--- config.mk ---
export PLATFORM = sky130hd
export DESIGN_NAME = imhq_key_cmp
export DESIGN_NICKNAME = d
export VERILOG_FILES = /design/src/rtl/imhq_pkg.sv /design/src/rtl/imhq_key_cmp.sv
export SDC_FILE = /design/constraint.sdc
export NUM_CORES = 1
export LEC_CHECK = 0
export BUFFER_PORTS_ARGS = -buffer_cell sky130_fd_sc_hd__buf_4
export CAP_MARGIN = 5
export CORE_MARGIN = 8
export CORE_UTILIZATION = 42
export DETAILED_ROUTE_END_ITERATION = 12
export MAX_ROUTING_LAYER = met4
export PLACE_DENSITY = 0.95
export SYNTH_ARGS = -nofsm -noshare
export SYNTH_HDL_FRONTEND = slang
export SYNTH_SLANG_ARGS = --single-unit
--- constraint.sdc ---
create_clock -name vclk -period 2
set_input_delay 0.1 -clock vclk [all_inputs]
set_output_delay 0.1 -clock vclk [all_outputs]
set_load 0.05 [all_outputs]
--- src/rtl/imhq_pkg.sv ---
// shared types and codes for the indexed min-heap queue
// no dependencies; used by imhq_key_cmp and indexed_min_heap_queue
package imhq_pkg;

    localparam int VERTEX_BITS = 10;

    typedef enum logic [2:0] {
        OP_INSERT = 3'd0,
        OP_REMOVE = 3'd1,
        OP_POP    = 3'd2,
        OP_CLEAR  = 3'd3,
        OP_LOOKUP = 3'd4
    } op_t;

    typedef enum logic [1:0] {
        ST_OK     = 2'd0,
        ST_EMPTY  = 2'd1,
        ST_FULL   = 2'd2,
        ST_ABSENT = 2'd3
    } status_t;

    typedef enum logic [3:0] {
        S_CLR,
        S_IDLE,
        S_LOOK,
        S_UPD,
        S_LKW,
        S_RM,
        S_RMW,
        S_UP,
        S_UPC,
        S_DN,
        S_DNL,
        S_DNR,
        S_DNX,
        S_PLACE,
        S_TOP,
        S_TOPW
    } state_t;

    // result of the shared key comparator
    typedef struct packed {
        logic less;
        logic equal;
    } cmp_t;

endpackage

--- src/rtl/imhq_key_cmp.sv ---
// lexicographic key comparator, primary part first, secondary breaks ties
// depends on imhq_pkg (cmp_t)
module imhq_key_cmp #(
    parameter int KEY_BITS = 32
) (
    input  logic [KEY_BITS-1:0] a_p,
    input  logic [KEY_BITS-1:0] a_s,
    input  logic [KEY_BITS-1:0] b_p,
    input  logic [KEY_BITS-1:0] b_s,
    output imhq_pkg::cmp_t      res
);

    always_comb
    begin
        res.less  = (a_p < b_p) || ((a_p == b_p) && (a_s < b_s));
        res.equal = (a_p == b_p) && (a_s == b_s);
    end

endmodule

==> impl_metrics.xml <==
<?xml version="1.0" encoding="UTF-8"?>
<metrics>
  <group name="outcome">
    <metric name="outcome" unit="">finished, violations left</metric>
    <metric name="failed_checks" unit="">negative setup slack</metric>
  </group>
  <group name="floorplanning">
    <metric name="floorplan.io_pins" unit="">130</metric>
    <metric name="design.core.area" unit="sq um">3690</metric>
    <metric name="die_y" unit="microns">78.0</metric>
    <metric name="rows" unit="">22</metric>
    <metric name="initial_core_utilization" unit="%">43.7</metric>
    <metric name="fp.dieW" unit="microns">78.0</metric>
    <metric name="die-area" unit="sq um">6080</metric>
  </group>
  <group name="setup_path">
    <metric name="cp.required" unit="ns">1.90</metric>
    <metric name="worst_ep_arrival_time" unit="ns">1.90</metric>
    <metric name="max_stage_delay" unit="ns">0.33</metric>
    <metric name="critical_path_class" unit="">primary input to primary output</metric>
    <metric name="worstSetupStartpointType" unit="">primary input</metric>
    <metric name="cpMostUsedCell" unit="">sky130_fd_sc_hd__a221o_1</metric>
    <metric name="worstPathCellList" unit="">buf_4, ha_4, a21o_1, a221o_1, a221o_1, a211o_1, a21oi_2, a31o_1, buf_6</metric>
    <metric name="critPathSlowestCell" unit="">sky130_fd_sc_hd__a221o_1</metric>
    <metric name="worstPathMaxFanout" unit="">2</metric>
    <metric name="critical_path.endpoint_type" unit="">primary output</metric>
  </group>
  <group name="placement">
    <metric name="place.port_buffers" unit="">130</metric>
    <metric name="dp.final_hpwl" unit="microns">5190</metric>
    <metric name="placed_cells" unit="">404</metric>
    <metric name="finalWeightedCongestion" unit="">0.772</metric>
    <metric name="placement.setup.worst_slack" unit="ns">-0.104</metric>
  </group>
  <group name="synth">
    <metric name="synth_top_area_share" unit="%">49.7</metric>
    <metric name="ys.warnings.count" unit="">0</metric>
    <metric name="synth.largest_area_cell" unit="">sky130_fd_sc_hd__ha_1</metric>
    <metric name="syn_area_per_cell" unit="sq um">7.30</metric>
    <metric name="synthesis.area" unit="sq um">1610</metric>
    <metric name="mapped_cells" unit="">221</metric>
    <metric name="synth_area_leaders" unit="">sky130_fd_sc_hd__ha_1 50%, sky130_fd_sc_hd__inv_1 15%, sky130_fd_sc_hd__a21oi_1 5.0%</metric>
    <metric name="post_synth_num_cell_types" unit="">27</metric>
    <metric name="ys_seq_area_share" unit="%">0</metric>
    <metric name="post_synthesis_net_count" unit="">413</metric>
  </group>
  <group name="route">
    <metric name="vias" unit="">2084</metric>
    <metric name="drt_drc_violations_left" unit="">0</metric>
    <metric name="wl_per_cell" unit="microns">14.3</metric>
    <metric name="detail_route.iter0.violations" unit="">33</metric>
    <metric name="drt_pre_antenna_iters" unit="">4</metric>
    <metric name="route.detailed.vias_per_inst" unit="">5.16</metric>
    <metric name="final_antenna_net_count" unit="">0</metric>
    <metric name="postRouteWirelength" unit="microns">5790</metric>
  </group>
  <group name="worst_hold_path">
    <metric name="hold_depth" unit="">5</metric>
    <metric name="hold_path.class" unit="">primary input to primary output</metric>
  </group>
  <group name="sta">
    <metric name="finalCriticalPeriod" unit="ns">2.00</metric>
    <metric name="finalSetupTns" unit="ns">-0.00330</metric>
    <metric name="setup-violations-final" unit="">1</metric>
    <metric name="timing.final.hold_violations" unit="">0</metric>
    <metric name="finalMaxSlewViolations" unit="">0</metric>
    <metric name="rsz_0062_raised_after_global_routing" unit="">yes</metric>
    <metric name="layout_worst_path_cycle_share" unit="%">100</metric>
    <metric name="fmaxAchievable" unit="MHz">499</metric>
    <metric name="worst_slew_margin_relative_to_its_limit" unit="%">70.4</metric>
    <metric name="worst_slack" unit="ns">-0.00330</metric>
    <metric name="tightestPinTransition" unit="ns">0.433</metric>
  </group>
  <group name="grt">
    <metric name="top_usage_layer" unit="">met2</metric>
    <metric name="grt_remaining_overflow" unit="">0</metric>
    <metric name="antenna_found_initial" unit="">0</metric>
    <metric name="grt_first_pass_wirelength" unit="microns">9220</metric>
    <metric name="grtUsageMet3" unit="%">2.88</metric>
    <metric name="global_routing_usage_on_met1" unit="%">18.1</metric>
    <metric name="grt_util_met2" unit="%">34.8</metric>
    <metric name="grt_max_degree" unit="">4</metric>
    <metric name="grt_pass1_vias" unit="">2190</metric>
    <metric name="gr-usage-all-layers" unit="%">18.0</metric>
  </group>
  <group name="layout">
    <metric name="clock_buffer_count" unit="">0</metric>
    <metric name="instances_no_fill" unit="">404</metric>
    <metric name="flip_flop_and_latch_count" unit="">0</metric>
    <metric name="post_route_cells_drive_above_1_share" unit="%">41.9</metric>
    <metric name="nets" unit="">550</metric>
    <metric name="register_area" unit="sq um">0</metric>
    <metric name="final_common_cell" unit="">sky130_fd_sc_hd__buf_4</metric>
    <metric name="multi_input_comb_area" unit="sq um">1440</metric>
    <metric name="layout_stage_area_growth_over_the_synthesis_result" unit="%">71.5</metric>
    <metric name="final_cell_mix" unit="">133 x sky130_fd_sc_hd__buf_4, 63 x sky130_fd_sc_hd__inv_1, 61 x sky130_fd_sc_hd__ha_1</metric>
    <metric name="antenna_cells" unit="">0</metric>
    <metric name="final.fill_count" unit="">289</metric>
  </group>
  <group name="pwr">
    <metric name="p_total" unit="uW">517</metric>
    <metric name="total_leakage_power" unit="uW">0.00173</metric>
    <metric name="powerDensity" unit="nW/um^2">187</metric>
    <metric name="worst_ir_drop_vdd" unit="mV">0.125</metric>
  </group>
  <group name="clock_network">
    <metric name="cts-hold-fix-buffers" unit="">0</metric>
  </group>
  <group name="flow_run">
    <metric name="drv_cap" unit="">0</metric>
  </group>
</metrics>
-- layout make-up --
cell class	instances	area share, %
Multi-Input combinational cell	155	52.0
Timing Repair Buffer	135	36.9
Inverter	66	8.96
Tap cell	48	2.17
-- stage by stage --
stage	util, %	instance area, sq um	hold WS, ns
2_1_floorplan	-	1620	0.614
3_3_place_gp	73.0	2690	0.817
3_5_place_dp	73.0	2690	0.825
4_1_cts	74.3	2740	0.825
5_1_grt	75.0	2770	0.858
6_report	75.0	2770	0.821
-- worst max-delay path: cells and delay by family --
kind / cells / cell delay (ns)
adders and majority gates: 1 / 0.23
buffers and inverters: 2 / 0.28
AOI/OAI and AO/OA: 6 / 1.29
-- timing repair --
action,CTS,global route
pin swaps,1,2
gates resized for setup,10,6
buffers inserted,0,0
endpoints found under the hold margin,0,0
endpoints found under the setup margin,1,1
-- cells by family (layout without fill, tap and decap cells) --
kind of cell / Yosys count / after routing / synth area share (%)
buffers and inverters: 66 / 201 / 15.4
adder cells (fa/ha/maj): 64 / 64 / 49.7
AO/OA/AOI/OAI: 46 / 46 / 19.7
AND/OR/NAND/NOR: 45 / 45 / 15.3
-- power by group --
part | switching (uW) | internal [uW]
Clock | 0 | 0
Sequential | 0 | 0
Combinational | 208 | 309
-- Yosys cell counts --
library cell,n
sky130_fd_sc_hd__a221oi_1,4
sky130_fd_sc_hd__nor3_1,1
sky130_fd_sc_hd__inv_1,66
sky130_fd_sc_hd__a21oi_2,1
sky130_fd_sc_hd__a2111oi_0,2
sky130_fd_sc_hd__and4_1,5
sky130_fd_sc_hd__a41oi_1,1
sky130_fd_sc_hd__and2_0,1
sky130_fd_sc_hd__o21ai_0,3
sky130_fd_sc_hd__o211ai_1,1
sky130_fd_sc_hd__a21o_1,9
sky130_fd_sc_hd__ha_1,64
sky130_fd_sc_hd__nor2_1,4
sky130_fd_sc_hd__a221o_1,3
sky130_fd_sc_hd__nand4_1,10
sky130_fd_sc_hd__nand3_1,8
sky130_fd_sc_hd__or4_1,1
sky130_fd_sc_hd__nand2_1,11
sky130_fd_sc_hd__o21bai_1,1
sky130_fd_sc_hd__nor2b_1,2
sky130_fd_sc_hd__o21ai_1,1
sky130_fd_sc_hd__and2_1,1
sky130_fd_sc_hd__a21oi_1,16
sky130_fd_sc_hd__and3_1,1
sky130_fd_sc_hd__o21ai_2,1
sky130_fd_sc_hd__a211o_1,2
sky130_fd_sc_hd__a31o_1,1
-- metal layers --
layer	part of all wire, %	up-vias	wire length [microns]
met4	2.7	0	154
met2	53	99	3080
met5	0	-	0
met1	38	923	2190
li1	-	1048	-
met3	6.4	14	373
-- path summary, 6_finish.rpt --
| kind | slack (ns) | from | endpoint |
|---|---|---|---|
| max | -0.003 | a_p[9] | res[1] |
| min | 0.82 | a_s[16] | res[0] |
(Power assumes the default switching activity.)
